**src/hw/rtl/kdcq_pkg.sv**
```systemverilog
`default_nettype none
package kdcq_pkg;

  localparam int QUEUE_DEPTH = 64;
  localparam int MAX_LEVEL   = 6;

  localparam int HANDLE_W = 32;
  localparam int STEP_W   = 6;
  localparam int OP_W     = 2;

  localparam logic [STEP_W-1:0] LEVEL_STEP_RESET = 6'd5;

  // operation codes; code 3 is unused and ignored
  localparam logic [OP_W-1:0] OP_PUSH  = 2'd0;
  localparam logic [OP_W-1:0] OP_POP   = 2'd1;
  localparam logic [OP_W-1:0] OP_CLEAR = 2'd2;

  typedef enum logic [1:0] {
    ST_IDLE,
    ST_WALK,
    ST_POP
  } state_t;

  // controller to datapath
  typedef struct packed {
    logic push_in;    // store the incoming word at the write pointer
    logic half_adv;   // overflow: jump read pointer half a ring, hold payload
    logic walk_step;  // advance read pointer one entry
    logic push_held;  // store the held word at the write pointer
    logic clear_ptrs; // clear both pointers, mark empty
    logic pop_empty;  // emit the empty result
    logic pop_start;  // latch backlog, clear burst counters
    logic pop_emit;   // emit one entry of the burst
  } cmd_t;

  // datapath to controller
  typedef struct packed {
    logic full;
    logic empty;
    logic walk_done;
    logic burst_more;
  } status_t;

endpackage
`default_nettype wire

```
**src/hw/rtl/keyframe_drop_catchup_queue_core.sv**
```systemverilog
// Channel   Handshake                  Payload
// input     start / busy               in_operation, in_packet_handle, in_packet_is_key
// result    out_strobe (one cycle)     out_handle, out_is_key, out_queue_was_empty,
//                                      out_last_of_burst
// config    cfg_valid / cfg_ready      cfg_level_step
//
// A push to a non-full ring, a pointer clear and an empty pop complete without leaving idle, busy low.
// A pop latches the backlog, then emits one burst word per cycle (1 to MAX_LEVEL), each
// result strobed in the cycle after. A push to a full ring jumps the read pointer half
// a ring and reads one RAM entry per walk step up to a keyframe or the write pointer.
// Reset (rst_n low at a clock edge) clears both pointers and marks the ring empty, sets
// level_step to 5 and keeps ring contents. Results cannot be stalled.
`default_nettype none
module keyframe_drop_catchup_queue_core #(
  parameter int QUEUE_DEPTH = kdcq_pkg::QUEUE_DEPTH,
  parameter int MAX_LEVEL   = kdcq_pkg::MAX_LEVEL
) (
  input  wire logic                          clk,
  input  wire logic                          rst_n,
  // command channel
  input  wire logic                          start,
  output logic                               busy,
  input  wire logic [kdcq_pkg::OP_W-1:0]     in_operation,
  input  wire logic [kdcq_pkg::HANDLE_W-1:0] in_packet_handle,
  input  wire logic                          in_packet_is_key,
  // result channel
  output logic                               out_strobe,
  output logic      [kdcq_pkg::HANDLE_W-1:0] out_handle,
  output logic                               out_is_key,
  output logic                               out_queue_was_empty,
  output logic                               out_last_of_burst,
  // level_step register write
  input  wire logic                          cfg_valid,
  output logic                               cfg_ready,
  input  wire logic [kdcq_pkg::STEP_W-1:0]   cfg_level_step
);

  kdcq_pkg::cmd_t    cmd;
  kdcq_pkg::status_t st;

  // take register words only between commands
  assign cfg_ready = !busy;

  // controller: decode the command word, sequence the keyframe walk and the burst
  kdcq_ctrl u_ctrl (
    .clk      (clk),
    .rst_n    (rst_n),
    .start    (start),
    .operation(in_operation),
    .st       (st),
    .cmd      (cmd),
    .busy     (busy)
  );

  // datapath: pointers, ring RAM, burst counters and result register
  kdcq_dp #(
    .QUEUE_DEPTH(QUEUE_DEPTH),
    .MAX_LEVEL  (MAX_LEVEL)
  ) u_dp (
    .clk                (clk),
    .rst_n              (rst_n),
    .cmd                (cmd),
    .st                 (st),
    .cfg_we             (cfg_valid && cfg_ready),
    .cfg_level_step     (cfg_level_step),
    .in_packet_handle   (in_packet_handle),
    .in_packet_is_key   (in_packet_is_key),
    .out_strobe         (out_strobe),
    .out_handle         (out_handle),
    .out_is_key         (out_is_key),
    .out_queue_was_empty(out_queue_was_empty),
    .out_last_of_burst  (out_last_of_burst)
  );

endmodule
`default_nettype wire

```
**src/hw/rtl/kdcq_ram.sv**
```systemverilog
`default_nettype none
module kdcq_ram #(
  parameter int WIDTH = 33,
  parameter int DEPTH = 64
) (
  input  wire logic                                  clk,
  input  wire logic                                  we,
  input  wire logic [((DEPTH > 1) ? $clog2(DEPTH) : 1)-1:0] waddr,
  input  wire logic [WIDTH-1:0]                      wdata,
  input  wire logic [((DEPTH > 1) ? $clog2(DEPTH) : 1)-1:0] raddr,
  output logic      [WIDTH-1:0]                      rdata
);

  logic [WIDTH-1:0] mem [DEPTH];

  always_ff @(posedge clk) begin
    if (we) begin
      mem[waddr] <= wdata;
    end
    rdata <= mem[raddr];
  end

endmodule
`default_nettype wire

```
**src/hw/rtl/kdcq_ctrl.sv**
```systemverilog
`default_nettype none
module kdcq_ctrl (
  input  wire logic                      clk,
  input  wire logic                      rst_n,
  input  wire logic                      start,
  input  wire logic [kdcq_pkg::OP_W-1:0] operation,
  input  wire kdcq_pkg::status_t         st,
  output kdcq_pkg::cmd_t                 cmd,
  output logic                           busy
);

  kdcq_pkg::state_t state_r, state_nxt;

  always_ff @(posedge clk) begin
    if (!rst_n) begin
      state_r <= kdcq_pkg::ST_IDLE;
    end else begin
      state_r <= state_nxt;
    end
  end

  always_comb begin
    state_nxt = state_r;
    cmd       = '0;
    busy      = (state_r != kdcq_pkg::ST_IDLE);
    unique case (state_r)
      kdcq_pkg::ST_IDLE: begin
        if (start) begin
          unique case (operation)
            kdcq_pkg::OP_PUSH: begin
              if (st.full) begin
                cmd.half_adv = 1'b1;
                state_nxt    = kdcq_pkg::ST_WALK;
              end else begin
                cmd.push_in = 1'b1;
              end
            end
            kdcq_pkg::OP_POP: begin
              if (st.empty) begin
                cmd.pop_empty = 1'b1;
              end else begin
                cmd.pop_start = 1'b1;
                state_nxt     = kdcq_pkg::ST_POP;
              end
            end
            kdcq_pkg::OP_CLEAR: cmd.clear_ptrs = 1'b1;
            default: ;
          endcase
        end
      end
      kdcq_pkg::ST_WALK: begin
        if (st.walk_done) begin
          cmd.push_held = 1'b1;
          state_nxt     = kdcq_pkg::ST_IDLE;
        end else begin
          cmd.walk_step = 1'b1;
        end
      end
      kdcq_pkg::ST_POP: begin
        cmd.pop_emit = 1'b1;
        if (!st.burst_more) begin
          state_nxt = kdcq_pkg::ST_IDLE;
        end
      end
      default: state_nxt = kdcq_pkg::ST_IDLE;
    endcase
  end

endmodule
`default_nettype wire

```
**src/hw/rtl/kdcq_dp.sv**
```systemverilog
`default_nettype none
module kdcq_dp #(
  parameter int QUEUE_DEPTH = kdcq_pkg::QUEUE_DEPTH,
  parameter int MAX_LEVEL   = kdcq_pkg::MAX_LEVEL
) (
  input  wire logic                          clk,
  input  wire logic                          rst_n,
  input  wire kdcq_pkg::cmd_t                cmd,
  output kdcq_pkg::status_t                  st,
  input  wire logic                          cfg_we,
  input  wire logic [kdcq_pkg::STEP_W-1:0]   cfg_level_step,
  input  wire logic [kdcq_pkg::HANDLE_W-1:0] in_packet_handle,
  input  wire logic                          in_packet_is_key,
  output logic                               out_strobe,
  output logic      [kdcq_pkg::HANDLE_W-1:0] out_handle,
  output logic                               out_is_key,
  output logic                               out_queue_was_empty,
  output logic                               out_last_of_burst
);

  localparam int AW  = (QUEUE_DEPTH > 1) ? $clog2(QUEUE_DEPTH) : 1;
  localparam int CW  = AW + 1;
  localparam int LW  = $clog2(MAX_LEVEL + 1);
  localparam int TW  = kdcq_pkg::STEP_W + LW;
  localparam int MW  = ((CW > TW) ? CW : TW) + 1;
  localparam int DW  = kdcq_pkg::HANDLE_W + 1;
  localparam logic [AW-1:0] LAST_IDX = AW'(QUEUE_DEPTH - 1);
  localparam logic [CW-1:0] DEPTH_C  = CW'(QUEUE_DEPTH);
  localparam logic [CW-1:0] HALF_C   = CW'(QUEUE_DEPTH / 2);

  logic [AW-1:0] rd_ptr_r, rd_ptr_nxt;
  logic [AW-1:0] wr_ptr_r, wr_ptr_nxt;
  logic          empty_r, empty_nxt;
  logic [kdcq_pkg::STEP_W-1:0] level_step_r;

  logic [kdcq_pkg::HANDLE_W-1:0] held_handle_r;
  logic                          held_key_r;
  logic [CW-1:0] backlog_r;
  logic [LW-1:0] taken_r;
  logic [TW-1:0] thresh_r;

  logic [AW-1:0] rd_inc, wr_inc, rd_half;
  logic [CW-1:0] half_sum, backlog_now;
  logic [LW-1:0] taken_nxt;
  logic [TW-1:0] thresh_nxt;
  logic          ptr_eq;

  logic          ram_we;
  logic [DW-1:0] ram_wdata, ram_rdata;

  logic                          ostrobe_r, ostrobe_nxt;
  logic [kdcq_pkg::HANDLE_W-1:0] ohandle_r;
  logic                          okey_r, oempty_r, olast_r;

  assign ptr_eq  = (rd_ptr_r == wr_ptr_r);
  assign rd_inc  = (rd_ptr_r == LAST_IDX) ? '0 : rd_ptr_r + 1'b1;
  assign wr_inc  = (wr_ptr_r == LAST_IDX) ? '0 : wr_ptr_r + 1'b1;

  // wrap the half-ring jump for any depth
  assign half_sum = {1'b0, rd_ptr_r} + HALF_C;
  assign rd_half  = (half_sum >= DEPTH_C) ? AW'(half_sum - DEPTH_C) : AW'(half_sum);

  assign backlog_now = ptr_eq ? DEPTH_C :
                       (rd_ptr_r > wr_ptr_r) ? ({1'b0, wr_ptr_r} + DEPTH_C - {1'b0, rd_ptr_r})
                                             : ({1'b0, wr_ptr_r} - {1'b0, rd_ptr_r});

  assign taken_nxt  = taken_r + 1'b1;
  assign thresh_nxt = thresh_r + TW'(level_step_r);

  assign st.full       = ptr_eq && !empty_r;
  assign st.empty      = ptr_eq && empty_r;
  assign st.walk_done  = ptr_eq || ram_rdata[DW-1];
  assign st.burst_more = (MW'(taken_nxt) < MW'(backlog_r)) &&
                         (MW'(taken_nxt) < MW'(MAX_LEVEL)) &&
                         (MW'(backlog_r) >= MW'(thresh_nxt));

  always_comb begin
    rd_ptr_nxt = rd_ptr_r;
    wr_ptr_nxt = wr_ptr_r;
    empty_nxt  = empty_r;
    ram_we     = 1'b0;
    ram_wdata  = {in_packet_is_key, in_packet_handle};
    if (cmd.push_in) begin
      ram_we     = 1'b1;
      wr_ptr_nxt = wr_inc;
      empty_nxt  = 1'b0;
    end
    if (cmd.push_held) begin
      ram_we     = 1'b1;
      ram_wdata  = {held_key_r, held_handle_r};
      wr_ptr_nxt = wr_inc;
      empty_nxt  = 1'b0;
    end
    if (cmd.half_adv) begin
      rd_ptr_nxt = rd_half;
    end
    if (cmd.walk_step || cmd.pop_emit) begin
      rd_ptr_nxt = rd_inc;
    end
    if (cmd.pop_emit && !st.burst_more && (rd_inc == wr_ptr_r)) begin
      empty_nxt = 1'b1;
    end
    if (cmd.clear_ptrs) begin
      rd_ptr_nxt = '0;
      wr_ptr_nxt = '0;
      empty_nxt  = 1'b1;
    end
  end

  assign ostrobe_nxt = cmd.pop_emit || cmd.pop_empty;

  always_ff @(posedge clk) begin
    if (!rst_n) begin
      rd_ptr_r     <= '0;
      wr_ptr_r     <= '0;
      empty_r      <= 1'b1;
      level_step_r <= kdcq_pkg::LEVEL_STEP_RESET;
      ostrobe_r    <= 1'b0;
    end else begin
      rd_ptr_r  <= rd_ptr_nxt;
      wr_ptr_r  <= wr_ptr_nxt;
      empty_r   <= empty_nxt;
      ostrobe_r <= ostrobe_nxt;
      if (cfg_we) begin
        level_step_r <= cfg_level_step;
      end
    end
  end

  always_ff @(posedge clk) begin
    if (cmd.half_adv) begin
      held_handle_r <= in_packet_handle;
      held_key_r    <= in_packet_is_key;
    end
    if (cmd.pop_start) begin
      backlog_r <= backlog_now;
      taken_r   <= '0;
      thresh_r  <= '0;
    end else if (cmd.pop_emit) begin
      taken_r  <= taken_nxt;
      thresh_r <= thresh_nxt;
    end
    if (cmd.pop_empty) begin
      ohandle_r <= '0;
      okey_r    <= 1'b0;
      oempty_r  <= 1'b1;
      olast_r   <= 1'b1;
    end else if (cmd.pop_emit) begin
      ohandle_r <= ram_rdata[kdcq_pkg::HANDLE_W-1:0];
      okey_r    <= ram_rdata[DW-1];
      oempty_r  <= 1'b0;
      olast_r   <= !st.burst_more;
    end
  end

  // read address follows the next read pointer so data matches rd_ptr_r
  kdcq_ram #(
    .WIDTH(DW),
    .DEPTH(QUEUE_DEPTH)
  ) u_ram (
    .clk  (clk),
    .we   (ram_we),
    .waddr(wr_ptr_r),
    .wdata(ram_wdata),
    .raddr(rd_ptr_nxt),
    .rdata(ram_rdata)
  );

  assign out_strobe          = ostrobe_r;
  assign out_handle          = ohandle_r;
  assign out_is_key          = okey_r;
  assign out_queue_was_empty = oempty_r;
  assign out_last_of_burst   = olast_r;

endmodule
`default_nettype wire
```
**config.mk**
```make
export PLATFORM = sky130hd
export DESIGN_NAME = keyframe_drop_catchup_queue_core
export DESIGN_NICKNAME = d
export VERILOG_FILES = /design/src/hw/rtl/kdcq_pkg.sv /design/src/hw/rtl/keyframe_drop_catchup_queue_core.sv /design/src/hw/rtl/kdcq_ram.sv /design/src/hw/rtl/kdcq_ctrl.sv /design/src/hw/rtl/kdcq_dp.sv
export SDC_FILE = /design/constraint.sdc
export NUM_CORES = 2
export LEC_CHECK = 0
export ABC_AREA = 1
export BUFFER_PORTS_ARGS = -buffer_cell sky130_fd_sc_hd__buf_2
export CAP_MARGIN = 5
export CORE_MARGIN = 5
export CORE_UTILIZATION = 45
export DETAILED_ROUTE_END_ITERATION = 16
export SETUP_SLACK_MARGIN = 0.15
export SLEW_MARGIN = 0
export SYNTH_ARGS = -nofsm -noshare
export SYNTH_HDL_FRONTEND = slang
export SYNTH_SLANG_ARGS = --single-unit
```
**constraint.sdc**
```tcl
create_clock -name clk -period 8.9 [get_ports clk]
set_clock_uncertainty 0.1 [all_clocks]
set_input_delay 0.445 -clock clk [delete_from_list [all_inputs] [get_ports clk]]
set_output_delay 0.445 -clock clk [all_outputs]
set_load 0.05 [all_outputs]
```
==> flow_summary.json <==
{
  "total_power_w": 0.02647,
  "ys_top_cells_by_area": "edfxtp_1 (65%), nand3_1 (8.7%), inv_1 (7.0%)",
  "r2r-end": "u_dp.u_ram.rdata[30]$_DFF_P_",
  "finalInstanceArea_um2": 110300,
  "gp_congestion": 0.8206,
  "combinationalPowerShare_pct": 18.3,
  "clock_latency_ns": 0.89,
  "postSynthAreaPerCell_um2": 10.59,
  "fmax_mhz": 177.6,
  "crit_required_ns": 9.56,
  "postCtsSetupBuffers": 0,
  "synth_cell_type_count": 39,
  "path_cells": "inv_1 -> ha_1 -> nand2_1 -> inv_1 -> nand2_2 -> nand3_4 -> nand2_4 -> nand2_8 -> nand3_4 -> buf_12 -> nand2_1 -> o21ai_0 -> nand2_1 -> nand3_1 -> nand3_1 -> nand3_1 -> nand3_1 -> nand2_1",
  "cp_slowest_cell": "nand3_4",
  "htree_levels": 4,
  "multiInputGateArea_um2": 23300,
  "final_common_cell": "edfxtp_1",
  "yosysSeqAreaShare_pct": 67.09,
  "critPathCaptureType": "register",
  "start_kind": "register",
  "num_vias": 70750,
  "coreArea_um2": 219700,
  "synth_top_cell_area_share_pct": 65.04,
  "synthCells": 9385,
  "cp_top_family": "simple AND/OR/NAND/NOR gates",
  "hold_viol": 0,
  "power_density_nw_per_um2": 239.9,
  "grt_pass1_wl_um": 454300,
  "slew_headroom_pct": 18.78,
  "clock-root-buffer": "clkbuf_16",
  "setup-tns-final_ns": 0,
  "p_sw_share_pct": 30.65,
  "routedWlPerCell_um": 24.99,
  "grtUsageTotal_pct": 26.48,
  "slew_viol_final": 0,
  "min_to": "u_dp.level_step_r[4]$_SDFFE_PN0P_",
  "drcViolationCount": 0,
  "drt_wl_total_um": 311100,
  "port_buffers": 82,
  "grt_pass1_vias": 68310,
  "hpwlAfterDp_um": 155400,
  "p_leak_nw": 45.00,
  "antenna_found_initial": 12,
  "cts_tree": "built",
  "rows": 172,
  "clk_pin_slew_worst_paths_ns": 0.06,
  "io_pins": 83,
  "slowest_delay_ns": 0.96,
  "regToRegSetupSlack_ns": 3.27,
  "syn_nets": 9456,
  "min_path_cells": 5,
  "fin_crit_sh_pct": 63.28,
  "power.net_switching_w": 0.008113,
  "register_area_um2": 66660,
  "nNetsFinal": 9364,
  "area_delta_synth_final_pct": 11.05,
  "dpl-instance-area_um2": 102700,
  "crit_buf_inv": 3,
  "syn_area_um2": 99360,
  "nFillCells": 19430,
  "numCtsBuffers": 230,
  "via_per_inst": 5.682,
  "power_frac_clock_pct": 35.1,
  "ctsResizeCount": 0,
  "yosysWarnings": 0,
  "worst_slew_pin_slew_ns": 1.218,
  "drive_above_1_share_pct": 7.258,
  "die-area_um2": 230300,
  "timing.rr.start": "u_dp.wr_ptr_r[0]$_SDFFE_PP0P_",
  "initialDrtViolationCount": 8989,
  "seq_power_share_pct": 46.6,
  "rsz0062_at_grt": "no",
  "drtAntennaViolNets": 0,
  "cts_sinks": 2254,
  "ir_worst_vdd_mv": 0.2412,
  "critPathMaxFanout": 146,
  "yosys.area.top_type": "edfxtp_1",
  "fin_crit_ns": 5.632,
  "grt_max_degree": 188,
  "first_pass_iters": 6,
  "die_y_um": 479.9,
  "hp-start": "cfg_valid",
  "start_util_pct": 45.22,
  "status": "finished, final reports clean",
  "hold_class": "in2reg",
  "max_cap_violations": 0,
  "internal-power_w": 0.01836,
  "grt_overflow_total": 0,
  "synth-seq-cells": 2254,
  "clockBufferDepth": 3,
  "crit_type": "reg2reg",
  "worstPathArrival_ns": 6.29,
  "most-common-layout-cells": "edfxtp_1 (2152), inv_1 (1852), nand3_1 (1736)",
  "ff2ff_path_depth": 18,
  "finalSetupViolCount": 0,
  "fp.dieW_um": 479.9
}
==> power groups by stage <==
stage	clock [W]	combinational, W	sequential (W)
finish	0.00928	0.00484	0.0123
global route	0.00986	0.00519	0.0124
CTS	0.00938	0.00478	0.0124
detailed placement	0	0.00474	0.0126
global placement	0	0.00469	0.0126
floorplan	0	0.00279	0.0126
==> sequential cells by signal, summed over array words and instances, names as in the netlist, 2 cells and up <==
signal              cells
u_dp.thresh_r           9
u_dp.rd_ptr_r           6
u_dp.u_ram.mem       2112
u_dp.out_handle        32
u_dp.taken_r            3
u_ctrl.state_r          2
u_dp.level_step_r       6
u_dp.held_handle_r     32
u_dp.u_ram.rdata       33
u_dp.backlog_r          7
u_dp.wr_ptr_r           6
==> per-stage QoR <==
stage / hold slack, ns / utilization [%] / std cells / setup slack [ns]
6_report: 0.1347 / 50.22 / 12450 / 3.268
4_1_cts: 0.04922 / 50.22 / 12450 / 3.352
3_5_place_dp: 0.3535 / 46.74 / 11970 / 3.361
2_1_floorplan: 0.3307 / - / 9385 / 3.991
5_1_grt: 0.1619 / 50.22 / 12450 / 2.960
3_3_place_gp: 0.3518 / 46.74 / 11970 / 3.474
==> worst reg2reg max path, stage by stage (launching register included) <==
cell and delay [ns]:
dfxtp_1 0.48, inv_1 0.20, ha_1 0.38, nand2_1 0.07, inv_1 0.07, nand2_2 0.10, nand3_4 0.15, nand2_4 0.15
nand2_8 0.36, nand3_4 0.96, buf_12 0.62, nand2_1 0.36, o21ai_0 0.09, nand2_1 0.09, nand3_1 0.09, nand3_1 0.11
nand3_1 0.48, nand3_1 0.61, nand2_1 0.10
==> synth_stat cells <==
cell type / instances
edfxtp_1: 2152
inv_1: 1853
nand3_1: 1737
nand2_1: 1526
nand4_1: 735
clkbuf_1: 362
o21ai_0: 317
buf_2: 168
nor2_1: 113
dfxtp_1: 102
a21oi_1: 61
buf_6: 49
buf_1: 48
mux2_2: 33
o211ai_1: 31
ha_1: 24
nor3_1: 15
xor2_1: 11
buf_4: 8
inv_2: 4
nor2_2: 4
o211ai_2: 4
a211oi_1: 3
nor4_1: 3
clkinv_1: 2
fa_1: 2
nand2_4: 2
nand3_2: 2
o21ai_1: 2
o31ai_1: 2
xnor2_1: 2
a211oi_2: 1
a21o_1: 1
nand2_2: 1
nand3_4: 1
o21a_1: 1
o221ai_1: 1
o22ai_1: 1
o311ai_0: 1
==> routing by layer <==
layer	track usage [%]	vias up	share of wire, %
li1	-	31750	-
met1	35.56	34490	40
met2	42.35	3823	46
met3	4.873	686	9.7
met4	11.53	4	4.7
met5	0	-	0.010
==> kinds of logic after synthesis <==
family / count (synthesis) / synth area share, %
AND/OR/NAND/NOR: 4139 / 19.75
buffers and inverters: 2494 / 10.03
flip-flops: 2254 / 67.09
AO/OA/AOI/OAI: 426 / 2.288
multiplexers: 33 / 0.3740
adder cells (fa/ha/maj): 26 / 0.3425
XOR/XNOR: 13 / 0.1146
==> worst max path at each step <==
stage | cells after the start | slack, ns | end | start
global route | 18 | 2.96 | u_dp.u_ram.rdata[11]$_DFF_P_ | u_dp.wr_ptr_r[0]$_SDFFE_PP0P_
floorplan | 7 | 3.99 | u_dp.u_ram.mem[54][0]$_DFFE_PP_ | u_ctrl.state_r[1]$_SDFFE_PN0P_
CTS | 18 | 3.35 | u_dp.u_ram.rdata[11]$_DFF_P_ | u_dp.wr_ptr_r[0]$_SDFFE_PP0P_
global placement | 19 | 3.47 | u_dp.u_ram.rdata[7]$_DFF_P_ | u_dp.wr_ptr_r[0]$_SDFFE_PP0P_
finish | 18 | 3.27 | u_dp.u_ram.rdata[30]$_DFF_P_ | u_dp.wr_ptr_r[0]$_SDFFE_PP0P_
detailed placement | 18 | 3.36 | u_dp.u_ram.rdata[11]$_DFF_P_ | u_dp.wr_ptr_r[0]$_SDFFE_PP0P_
==> layout make-up <==
class	instances	share of cell area, %
Antenna cell	1	0.002268
Inverter	1859	6.343
Multi-Input combinational cell	4637	21.12
Sequential cell	2254	60.41
Clock inverter	122	0.8629
Timing Repair Buffer	311	2.306
Clock buffer	310	5.600
Tap cell	2958	3.354
==> repair_timing <==
| item | CTS | global route |
|---|---|---|
| setup endpoints to repair | 0 | 0 |
| hold buffers | 51 | 0 |
| endpoints found under the hold margin | 47 | 0 |
No activity file was read; power rests on OpenSTA's default activity.
